<file path="config.mk">
export PLATFORM = sky130hd
export DESIGN_NAME = kruskal_spanning_tree_engine
export DESIGN_NICKNAME = d
export VERILOG_FILES = /design/src/rtl/core/kst_pkg.sv /design/src/rtl/core/kst_ram.sv /design/src/rtl/core/kst_datapath.sv /design/src/rtl/core/kst_controller.sv /design/src/rtl/core/kruskal_spanning_tree_engine.sv
export SDC_FILE = /design/constraint.sdc
export NUM_CORES = 1
export LEC_CHECK = 0
export BUFFER_PORTS_ARGS = -buffer_cell sky130_fd_sc_hd__buf_2
export CAP_MARGIN = 15
export CORE_UTILIZATION = 51
export DETAILED_ROUTE_END_ITERATION = 10
export PLACE_DENSITY_LB_ADDON = 0.12
export SLEW_MARGIN = 20
export SYNTH_ARGS = -nofsm -noshare
export SYNTH_HDL_FRONTEND = slang
export SYNTH_HIERARCHICAL = 1
export SYNTH_SLANG_ARGS = --single-unit
</file>
<file path="constraint.sdc">
create_clock -name clk -period 8.25 [get_ports clk]
set_clock_uncertainty 0.05 [all_clocks]
set_input_delay 0 -clock clk [delete_from_list [all_inputs] [get_ports clk]]
set_output_delay 0 -clock clk [all_outputs]
set_load 0.02 [all_outputs]
</file>
<file path="src/rtl/core/kst_pkg.sv">
// Shared constants, codes, command and status types for the spanning tree engine.
`timescale 1ns / 1ps
package kst_pkg;
  localparam int MAX_VERTICES = 16;
  localparam int WEIGHT_BITS  = 8;
  localparam int VW           = $clog2(MAX_VERTICES);
  localparam int CW           = VW + 1;
  localparam int EDGE_COUNT   = (MAX_VERTICES * (MAX_VERTICES - 1)) / 2;
  localparam int EW           = $clog2(EDGE_COUNT);
  localparam int KW           = WEIGHT_BITS + EW;

  localparam logic [1:0] REQ_WRITE = 2'd0;
  localparam logic [1:0] REQ_READ  = 2'd1;
  localparam logic [1:0] REQ_TREE  = 2'd2;

  localparam logic [1:0] KIND_ACK  = 2'd0;
  localparam logic [1:0] KIND_READ = 2'd1;
  localparam logic [1:0] KIND_EDGE = 2'd2;
  localparam logic [1:0] KIND_DONE = 2'd3;

  localparam logic CFG_NUM_VERTICES = 1'b0;
  localparam logic CFG_DISCONNECTED = 1'b1;

  typedef struct packed {
    logic latch_req;
    logic do_write;
    logic rd_issue;
    logic tree_init;
    logic scan_init;
    logic scan_issue;
    logic pick;
    logic relabel;
    logic emit_ack;
    logic emit_rd;
    logic emit_edge;
    logic emit_done;
  } kst_cmd_t;

  typedef struct packed {
    logic [1:0] req_type;
    logic       issue_last;
    logic       found;
    logic       trees_one;
    logic       labels_equal;
  } kst_status_t;

  function automatic logic [EW-1:0] row_base(input logic [VW-1:0] a);
    logic [EW+VW:0] prod;
    prod = (EW+VW+1)'(a) * (EW+VW+1)'(2 * MAX_VERTICES - 1 - int'(a));
    return EW'(prod >> 1);
  endfunction
endpackage

</file>
<file path="src/rtl/core/kst_ram.sv">
// Generic single-port-write, single-port-read RAM with registered read data.
`timescale 1ns / 1ps
module kst_ram #(
  parameter int WIDTH = 8,
  parameter int DEPTH = 120
) (
  input  logic                     clk,
  input  logic                     we,
  input  logic [$clog2(DEPTH)-1:0] waddr,
  input  logic [WIDTH-1:0]         wdata,
  input  logic [$clog2(DEPTH)-1:0] raddr,
  output logic [WIDTH-1:0]         rdata
);
  logic [WIDTH-1:0] mem [DEPTH];
  logic [WIDTH-1:0] rdata_r;

  always_ff @(posedge clk) begin
    if (we) begin
      mem[waddr] <= wdata;
    end
    rdata_r <= mem[raddr];
  end

  assign rdata = rdata_r;
endmodule

</file>
<file path="src/rtl/core/kst_datapath.sv">
// Datapath: edge store, configuration, scan and compare, tree labels and result registers.
`timescale 1ns / 1ps
module kst_datapath import kst_pkg::*; (
  input  logic                   clk,
  input  logic                   rst_n,
  input  kst_cmd_t               cmd,
  output kst_status_t            status,
  input  logic [1:0]             in_req_type,
  input  logic [3:0]             in_vertex_a,
  input  logic [3:0]             in_vertex_b,
  input  logic signed [7:0]      in_edge_weight_in,
  input  logic                   cfg_we,
  input  logic                   cfg_index,
  input  logic [7:0]             cfg_data,
  output logic                   out_valid,
  output logic [1:0]             out_result_kind,
  output logic [3:0]             out_end_a,
  output logic [3:0]             out_end_b,
  output logic signed [7:0]      out_weight_out,
  output logic [4:0]             out_tree_count,
  output logic                   out_bad_vertex,
  output logic                   out_last
);
  logic [4:0]             nv_r;
  logic [7:0]             disc_r;
  logic [1:0]             req_type_r;
  logic [VW-1:0]          req_a_r, req_b_r;
  logic [WEIGHT_BITS-1:0] req_w_r;
  logic [EW-1:0]          req_idx;
  logic                   same_v;
  logic [CW-1:0]          n_eff;

  logic [EW-1:0]          raddr;
  logic [WEIGHT_BITS-1:0] rdata;
  logic                   rvalid_r;
  logic [EDGE_COUNT-1:0]  vbits_r;
  logic [WEIGHT_BITS-1:0] w_rd;
  logic                   wr_en;

  logic [VW-1:0]          sc_a_r, sc_b_r, p_a_r, p_b_r;
  logic [EW-1:0]          sc_idx_r, p_idx_r;
  logic                   p_vld_r;
  logic [KW-1:0]          cand_key, best_key_r, last_key_r;
  logic                   found_r, have_last_r, cand;
  logic [VW-1:0]          best_a_r, best_b_r;
  logic [WEIGHT_BITS-1:0] best_w_r, disc_w;

  logic [VW-1:0]          label_r [MAX_VERTICES];
  logic [VW-1:0]          la_r, lb;
  logic [CW-1:0]          trees_r;

  logic                   out_valid_r, out_bad_r, out_last_r;
  logic [1:0]             out_kind_r;
  logic [3:0]             out_a_r, out_b_r;
  logic [7:0]             out_w_r;
  logic [4:0]             out_cnt_r;

  always_ff @(posedge clk) begin
    if (!rst_n) begin
      nv_r   <= 5'(MAX_VERTICES);
      disc_r <= 8'hFF;
    end else if (cfg_we) begin
      case (cfg_index)
        CFG_NUM_VERTICES: nv_r   <= cfg_data[4:0];
        CFG_DISCONNECTED: disc_r <= cfg_data;
        default: ;
      endcase
    end
  end

  always_comb begin
    if (nv_r < 5'd2) begin
      n_eff = CW'(2);
    end else if (CW'(nv_r) > CW'(MAX_VERTICES)) begin
      n_eff = CW'(MAX_VERTICES);
    end else begin
      n_eff = CW'(nv_r);
    end
  end

  assign disc_w = WEIGHT_BITS'($signed(disc_r));

  always_ff @(posedge clk) begin
    if (cmd.latch_req) begin
      req_type_r <= in_req_type;
      if (in_vertex_a > in_vertex_b) begin
        req_a_r <= VW'(in_vertex_b);
        req_b_r <= VW'(in_vertex_a);
      end else begin
        req_a_r <= VW'(in_vertex_a);
        req_b_r <= VW'(in_vertex_b);
      end
      req_w_r <= WEIGHT_BITS'(in_edge_weight_in);
    end
  end

  assign same_v  = (req_a_r == req_b_r);
  assign req_idx = row_base(req_a_r) + EW'(req_b_r) - EW'(req_a_r) - EW'(1);
  assign wr_en   = cmd.do_write && !same_v;
  assign raddr   = cmd.rd_issue ? req_idx : sc_idx_r;

  kst_ram #(.WIDTH(WEIGHT_BITS), .DEPTH(EDGE_COUNT)) u_store (
    .clk   (clk),
    .we    (wr_en),
    .waddr (req_idx),
    .wdata (req_w_r),
    .raddr (raddr),
    .rdata (rdata)
  );

  always_ff @(posedge clk) begin
    if (!rst_n) begin
      vbits_r <= '0;
    end else if (wr_en) begin
      vbits_r[req_idx] <= 1'b1;
    end
  end

  always_ff @(posedge clk) begin
    rvalid_r <= vbits_r[raddr];
  end

  assign w_rd = rvalid_r ? rdata : {WEIGHT_BITS{1'b1}};

  always_ff @(posedge clk) begin
    if (cmd.scan_init) begin
      sc_a_r   <= '0;
      sc_b_r   <= VW'(1);
      sc_idx_r <= '0;
    end else if (cmd.scan_issue) begin
      sc_idx_r <= sc_idx_r + EW'(1);
      if (sc_b_r == VW'(MAX_VERTICES - 1)) begin
        sc_a_r <= sc_a_r + VW'(1);
        sc_b_r <= sc_a_r + VW'(2);
      end else begin
        sc_b_r <= sc_b_r + VW'(1);
      end
    end
    p_a_r   <= sc_a_r;
    p_b_r   <= sc_b_r;
    p_idx_r <= sc_idx_r;
  end

  always_ff @(posedge clk) begin
    if (!rst_n) begin
      p_vld_r <= 1'b0;
    end else begin
      p_vld_r <= cmd.scan_issue;
    end
  end

  assign cand_key = {w_rd ^ {1'b1, {(WEIGHT_BITS-1){1'b0}}}, p_idx_r};
  assign cand = p_vld_r && (CW'(p_b_r) < n_eff) && (w_rd != disc_w)
             && (!have_last_r || cand_key > last_key_r)
             && (!found_r || cand_key < best_key_r);

  always_ff @(posedge clk) begin
    if (!rst_n) begin
      found_r     <= 1'b0;
      have_last_r <= 1'b0;
    end else begin
      if (cmd.tree_init) begin
        have_last_r <= 1'b0;
      end else if (cmd.pick) begin
        have_last_r <= 1'b1;
      end
      if (cmd.scan_init) begin
        found_r <= 1'b0;
      end else if (cand) begin
        found_r <= 1'b1;
      end
    end
  end

  always_ff @(posedge clk) begin
    if (cand) begin
      best_key_r <= cand_key;
      best_a_r   <= p_a_r;
      best_b_r   <= p_b_r;
      best_w_r   <= w_rd;
    end
    if (cmd.pick) begin
      last_key_r <= best_key_r;
      la_r       <= label_r[best_a_r];
    end
  end

  assign lb = label_r[best_b_r];

  always_ff @(posedge clk) begin
    for (int i = 0; i < MAX_VERTICES; i++) begin
      if (cmd.tree_init) begin
        label_r[i] <= VW'(i);
      end else if (cmd.relabel && label_r[i] == lb) begin
        label_r[i] <= la_r;
      end
    end
  end

  always_ff @(posedge clk) begin
    if (!rst_n) begin
      trees_r <= '0;
    end else if (cmd.tree_init) begin
      trees_r <= n_eff;
    end else if (cmd.relabel) begin
      trees_r <= trees_r - CW'(1);
    end
  end

  always_ff @(posedge clk) begin
    if (!rst_n) begin
      out_valid_r <= 1'b0;
    end else begin
      out_valid_r <= cmd.emit_ack | cmd.emit_rd | cmd.emit_edge | cmd.emit_done;
    end
    out_kind_r <= KIND_ACK;
    out_a_r    <= '0;
    out_b_r    <= '0;
    out_w_r    <= '0;
    out_cnt_r  <= '0;
    out_bad_r  <= 1'b0;
    out_last_r <= 1'b1;
    if (cmd.emit_ack) begin
      out_bad_r <= same_v;
    end else if (cmd.emit_rd) begin
      out_kind_r <= KIND_READ;
      out_w_r    <= same_v ? 8'd0 : 8'(w_rd);
    end else if (cmd.emit_edge) begin
      out_kind_r <= KIND_EDGE;
      out_a_r    <= 4'(best_a_r);
      out_b_r    <= 4'(best_b_r);
      out_w_r    <= 8'(best_w_r);
      out_last_r <= 1'b0;
    end else if (cmd.emit_done) begin
      out_kind_r <= KIND_DONE;
      out_cnt_r  <= 5'(trees_r);
    end
  end

  assign status.req_type     = req_type_r;
  assign status.issue_last   = (sc_a_r == VW'(MAX_VERTICES - 2))
                            && (sc_b_r == VW'(MAX_VERTICES - 1));
  assign status.found        = found_r;
  assign status.trees_one    = (trees_r <= CW'(1));
  assign status.labels_equal = (lb == la_r);

  assign out_valid       = out_valid_r;
  assign out_result_kind = out_kind_r;
  assign out_end_a       = out_a_r;
  assign out_end_b       = out_b_r;
  assign out_weight_out  = out_w_r;
  assign out_tree_count  = out_cnt_r;
  assign out_bad_vertex  = out_bad_r;
  assign out_last        = out_last_r;
endmodule

</file>
<file path="src/rtl/core/kst_controller.sv">
// Controller state machine sequencing writes, reads and the spanning tree search.
`timescale 1ns / 1ps
module kst_controller import kst_pkg::*; (
  input  logic        clk,
  input  logic        rst_n,
  input  logic        start,
  output logic        busy,
  input  kst_status_t status,
  output kst_cmd_t    cmd
);
  localparam logic [3:0] ST_IDLE     = 4'd0;
  localparam logic [3:0] ST_DECODE   = 4'd1;
  localparam logic [3:0] ST_WRITE    = 4'd2;
  localparam logic [3:0] ST_RD_ISSUE = 4'd3;
  localparam logic [3:0] ST_RD_DATA  = 4'd4;
  localparam logic [3:0] ST_CHECK    = 4'd5;
  localparam logic [3:0] ST_SCAN     = 4'd6;
  localparam logic [3:0] ST_SCAN_END = 4'd7;
  localparam logic [3:0] ST_PICK     = 4'd8;
  localparam logic [3:0] ST_MERGE    = 4'd9;
  localparam logic [3:0] ST_DONE     = 4'd10;

  logic [3:0] state_r, state_nxt;

  always_ff @(posedge clk) begin
    if (!rst_n) begin
      state_r <= ST_IDLE;
    end else begin
      state_r <= state_nxt;
    end
  end

  always_comb begin
    state_nxt = state_r;
    cmd       = '0;
    case (state_r)
      ST_IDLE: begin
        if (start) begin
          cmd.latch_req = 1'b1;
          state_nxt     = ST_DECODE;
        end
      end
      ST_DECODE: begin
        case (status.req_type)
          REQ_WRITE: state_nxt = ST_WRITE;
          REQ_READ:  state_nxt = ST_RD_ISSUE;
          REQ_TREE: begin
            cmd.tree_init = 1'b1;
            state_nxt     = ST_CHECK;
          end
          default: state_nxt = ST_IDLE;
        endcase
      end
      ST_WRITE: begin
        cmd.do_write = 1'b1;
        cmd.emit_ack = 1'b1;
        state_nxt    = ST_IDLE;
      end
      ST_RD_ISSUE: begin
        cmd.rd_issue = 1'b1;
        state_nxt    = ST_RD_DATA;
      end
      ST_RD_DATA: begin
        cmd.emit_rd = 1'b1;
        state_nxt   = ST_IDLE;
      end
      ST_CHECK: begin
        if (status.trees_one) begin
          state_nxt = ST_DONE;
        end else begin
          cmd.scan_init = 1'b1;
          state_nxt     = ST_SCAN;
        end
      end
      ST_SCAN: begin
        cmd.scan_issue = 1'b1;
        if (status.issue_last) begin
          state_nxt = ST_SCAN_END;
        end
      end
      ST_SCAN_END: state_nxt = ST_PICK;
      ST_PICK: begin
        if (status.found) begin
          cmd.pick  = 1'b1;
          state_nxt = ST_MERGE;
        end else begin
          state_nxt = ST_DONE;
        end
      end
      ST_MERGE: begin
        if (!status.labels_equal) begin
          cmd.relabel   = 1'b1;
          cmd.emit_edge = 1'b1;
        end
        state_nxt = ST_CHECK;
      end
      ST_DONE: begin
        cmd.emit_done = 1'b1;
        state_nxt     = ST_IDLE;
      end
      default: state_nxt = ST_IDLE;
    endcase
  end

  assign busy = (state_r != ST_IDLE);
endmodule

</file>
<file path="src/rtl/core/kruskal_spanning_tree_engine.sv">
// Top level of the Kruskal spanning tree engine: controller and datapath.
//
//   Channel   Ports                                  Beat taken when
//   input     start, busy, in_*                      start high and busy low
//   result    out_valid, out_*                       out_valid high, one cycle
//   config    cfg_we, cfg_index, cfg_data            cfg_we high
//
// A write passes the decode and write states, a read the decode, read issue and
// read data states, before the result beat. A tree request rescans all 120 store
// entries once for each edge it considers and emits at most 15 tree edges, then done.
// Reset is synchronous; the edge store reads as the disconnected marker at once.
// Results cannot be stalled: each beat is shown for exactly one cycle.
`timescale 1ns / 1ps
module kruskal_spanning_tree_engine import kst_pkg::*; (
  input  logic               clk,
  input  logic               rst_n,
  input  logic               start,
  output logic               busy,
  input  logic [1:0]         in_req_type,
  input  logic [3:0]         in_vertex_a,
  input  logic [3:0]         in_vertex_b,
  input  logic signed [7:0]  in_edge_weight_in,
  output logic               out_valid,
  output logic [1:0]         out_result_kind,
  output logic [3:0]         out_end_a,
  output logic [3:0]         out_end_b,
  output logic signed [7:0]  out_weight_out,
  output logic [4:0]         out_tree_count,
  output logic               out_bad_vertex,
  output logic               out_last,
  input  logic               cfg_we,
  input  logic               cfg_index,
  input  logic [7:0]         cfg_data
);
  kst_cmd_t    cmd;
  kst_status_t status;

  kst_controller u_ctrl (
    .clk    (clk),
    .rst_n  (rst_n),
    .start  (start),
    .busy   (busy),
    .status (status),
    .cmd    (cmd)
  );

  kst_datapath u_dp (
    .clk               (clk),
    .rst_n             (rst_n),
    .cmd               (cmd),
    .status            (status),
    .in_req_type       (in_req_type),
    .in_vertex_a       (in_vertex_a),
    .in_vertex_b       (in_vertex_b),
    .in_edge_weight_in (in_edge_weight_in),
    .cfg_we            (cfg_we),
    .cfg_index         (cfg_index),
    .cfg_data          (cfg_data),
    .out_valid         (out_valid),
    .out_result_kind   (out_result_kind),
    .out_end_a         (out_end_a),
    .out_end_b         (out_end_b),
    .out_weight_out    (out_weight_out),
    .out_tree_count    (out_tree_count),
    .out_bad_vertex    (out_bad_vertex),
    .out_last          (out_last)
  );
endmodule

</file>
==> summary.txt <==
Global routing
  – Largest net degree at the start of global routing: 122
  – Global router's overall resource usage: 26.3%
  – Global route overflow: 0
  – First-pass GRT wire length: 209 mm
  – Vias in the first global route: 31.3k
  – Initial antenna violation count: 2

Placed design
  – Post-DP HPWL: 88.1 mm
  – IO buf count: 57
  – Cell area after placement: 0.0561 mm2
  – GPL Wtd Cong: 0.889

Floorplanning
  – Starting Density: 51.6%
  – Die Y: 329 um
  – Total core area: 0.106 mm2
  – Die ar.: 0.108 mm2
  – Die Span X: 329 um
  – Ports: 58
  – # rows: 119

Power
  – Power per cell area: 336 mW/mm2
  – Gate power share: 32.5%
  – Seq pwr share: 37.2%
  – Switch share: 35.9%
  – Internal cell power: 13.2 mW
  – Clock share of power: 30.3%
  – Switching power: 7.40 mW
  – Final Power: 20.6 mW
  – Leakage: 20.3 nW
  – Worst ir drop on vdd: 0.000442 V

Min path
  – Worst-case hold path end point: u_dp/req_a_r[0]
  – HP Start: in_vertex_a[0]
  – Hold Crit Depth: 3
  – Hold WC Path Type: primary input to flop

Timing
  – Setup TNS: 0 ps
  – Fmax: 148 MHz
  – Unrepaired setup endpoints after global routing: false
  – Tightest Pin Transition: 1190 ps
  – Max-Slew Margin vs Limit: 20.3%
  – Min cycle time layout: 6750 ps
  – Final Hold Viols: 0
  – Final period util: 81.8%
  – Setup violations, final: 0
  – Worst hold slack: 111 ps
  – Slew Viols, Final: 0

Worst setup path
  – Top cell family by delay on the critical path: adder cells
  – Worst r2r path cells: 21
  – Worst-path cell chain: inv_1 > nor2_1 > ha_1 > inv_1 > fa_1 > inv_1 > fa_1 > ha_1 > xnor2_1 > fa_1 > ha_1 > xnor2_1 > a21o_1 > inv_2 > buf_4 > mux4_2 > and3_1 > a311oi_1 > a22oi_1 > a221oi_1 > nor3_1
  – CP Class: flop to flop
  – Crit path from: u_dp/req_a_r[3]
  – Max Fanout on Critical Path: 20
  – CP Capture Type: flop
  – FF-to-FF Start: u_dp/req_a_r[3]
  – WP buf/inv: 5
  – Peak per-stage delay on the critical path: 520 ps
  – R2R Path End: u_dp/u_store/rdata[0]
  – Reg2reg setup slack: 1500 ps
  – Arr. time, crit path: 7310 ps
  – Required @ worst endpoint: 8810 ps
  – CP max stage cell: xnor2_1
  – Startpoint Class: flop

Yosys
  – Dominant synthesized flop cell: edfxtp_1
  – Seq cells post-synth: 1299
  – Post-Syn Area: 0.0545 mm2
  – Synth area leaders: edfxtp_1 60%, mux4_2 11%, dfxtp_1 7.9%
  – Post-synth EDFFs: 1085
  – Post-Synthesis Cells: 3379
  – Post-synthesis sequential area ratio: 67.7%
  – Yosys top cell by area: edfxtp_1
  – Ys Warns: 6
  – Synth top area share: 59.8%
  – Syn_nets: 3487
  – Yosys cell types: 92
  – Fraction of registers with async set/reset: 0%
  – Mean Syn Cell Area: 16.1 um2

Layout
  – Post-route cell area: 0.0613 mm2
  – Fillers: 7945
  – Layout cells sized above 1: 19.0%
  – Util after Layout: 58.1%
  – P&R area growth vs syn: 12.6%
  – Final net count: 3622

CTS
  – Clock root buffer: clkbuf_16
  – Post-CTS resize count: 0
  – Cts bufs inserted: 136
  – Max clock buf depth: 3
  – CTS tree: yes
  – H-tree levels: 4
  – Clk sinks: 1299
  – CTS clk-pin slew, worst paths: 60 ps
  – Post-CTS Setup Bufs: 0
  – Worst-skew pair later-pin latency: 750 ps

Route
  – 1st-iter DRT viols: 3425
  – DR WL/cell: 28.0 um
  – Vias per cell: 6.24
  – Vias: 31.3k
  – Drc violations: 18
  – DRT antenna net count: 0
  – Drt first pass iters: 8
  – Detailed Route WL: 141 mm

Status
  – Status: complete, but fails checks
  – Failing checks: design-rule violations

Job
  – Max-Cap Viols: 0
## how the worst max path moves through the flow
stage                                          to  slack (ps)  cells past startpoint
after floorplan           u_dp/u_store/mem[72][0]        2220                     19
after CTS                   u_dp/u_store/rdata[0]        1560                     21
after global placement      u_dp/u_store/rdata[0]        1560                     20
final                       u_dp/u_store/rdata[0]        1500                     21
after detailed placement    u_dp/u_store/rdata[0]        1580                     21
after global routing      u_dp/u_store/mem[57][4]        1170                     20
## metal layers
layer	vias to the layer above	wire length [um]	track usage, %
li1	13400	-	-
met1	16300	57300	36.4
met2	1405	68700	42.8
met3	232	10300	4.19
met4	0	4230	8.63
met5	-	0	0
## sequential cells by signal, indices dropped and copies added, names as in the netlist, 7 cells and up, named ones only
register / count
u_dp/last_key_r: 15
u_dp/req_w_r: 8
u_dp/disc_r: 8
u_dp/label_r: 64
u_dp/vbits_r: 120
u_dp/u_store/rdata: 8
u_dp/u_store/mem: 960
u_dp/sc_idx_r: 7
u_dp/best_key_r: 15
u_dp/out_weight_out: 8
u_dp/p_idx_r: 7
## cell usage in the layout (no fill, tap or decap), drive strengths merged, types with 70 or more instances in the layout
| cell | Yosys | final |
|---|---|---|
| ha | 70 | 70 |
| inv | 78 | 86 |
| nand2 | 139 | 139 |
| o21a | 122 | 122 |
| nand3 | 93 | 93 |
| nor2 | 324 | 324 |
| mux2i | 75 | 75 |
| edfxtp | 1085 | 1085 |
| clkbuf | 99 | 166 |
| dfxtp | 214 | 214 |
| buf | 87 | 120 |
| mux4 | 277 | 277 |
## synthesized netlist by cell type (11+ instances only)
master and number:
o22ai_1 47, mux2_2 39, buf_2 32, ha_1 70, nor2b_1 28, xnor2_1 30
o21a_1 122, nand3_1 93, mux4_2 277, or3_1 40, dfxtp_1 214, nand2_1 139
buf_6 18, nor2_1 323, buf_4 23, nand2b_1 36, xor2_1 62, buf_1 11
nor3_1 59, edfxtp_1 1085, a31oi_1 16, and3_1 17, a21oi_1 42, and2_1 47
nand4_1 13, nor4_1 12, a22oi_1 20, clkbuf_1 99, mux2i_1 75, o21ai_0 34
inv_1 73, a211oi_1 19
## cell families (layout without fill, tap and decap cells)
logic type	Yosys count	after routing	synth area share (%)
flip-flops	1299	1299	67.7
AND/OR/NAND/NOR	853	853	7.56
AO/OA/AOI/OAI	395	395	5.18
multiplexers	392	392	13.7
buffers and inverters	268	513	2.42
XOR/XNOR	95	95	1.62
adder cells (fa/ha/maj)	77	77	1.87
other	0	1	0
## power by group through the flow
stage | registers (mW) | clock network [mW] | logic, mW
2_1_floorplan | 7.89 | 0 | 4.15
3_3_place_gp | 7.80 | 0 | 6.49
3_5_place_dp | 7.81 | 0 | 6.58
4_1_cts | 7.67 | 6.35 | 6.63
5_1_grt | 7.68 | 6.60 | 7.11
6_report | 7.67 | 6.25 | 6.71
## tightest hold or removal path, cell delays in order
cell,delay (ps)
dlygate4sd3_1,520
buf_2,110
mux2_2,150
## through the flow
step / setup slack [ps] / instances
after floorplan: 2220 / 3379
after global placement: 1560 / 4702
after detailed placement: 1580 / 4702
after CTS: 1560 / 5013
after global routing: 1170 / 5015
final: 1500 / 5016
## repair_timing
item | CTS | global route
endpoints found under the setup margin | 0 | 0
endpoints found under the hold margin | 43 | 0
hold buffers | 63 | 0
## layout make-up
| type | instances | area [um2] | share of cell area, % |
|---|---|---|---|
| Sequential cell | 1299 | 36900 | 60.1 |
| Multi-Input combinational cell | 1812 | 16300 | 26.6 |
| Clock buffer | 166 | 3640 | 5.94 |
| Tap cell | 1391 | 1740 | 2.84 |
| Timing Repair Buffer | 183 | 1470 | 2.39 |
| Clock inverter | 82 | 948 | 1.55 |
| Inverter | 82 | 318 | 0.518 |
| Antenna cell | 1 | 2.50 | 0.00408 |
(Power assumes the default switching activity.)
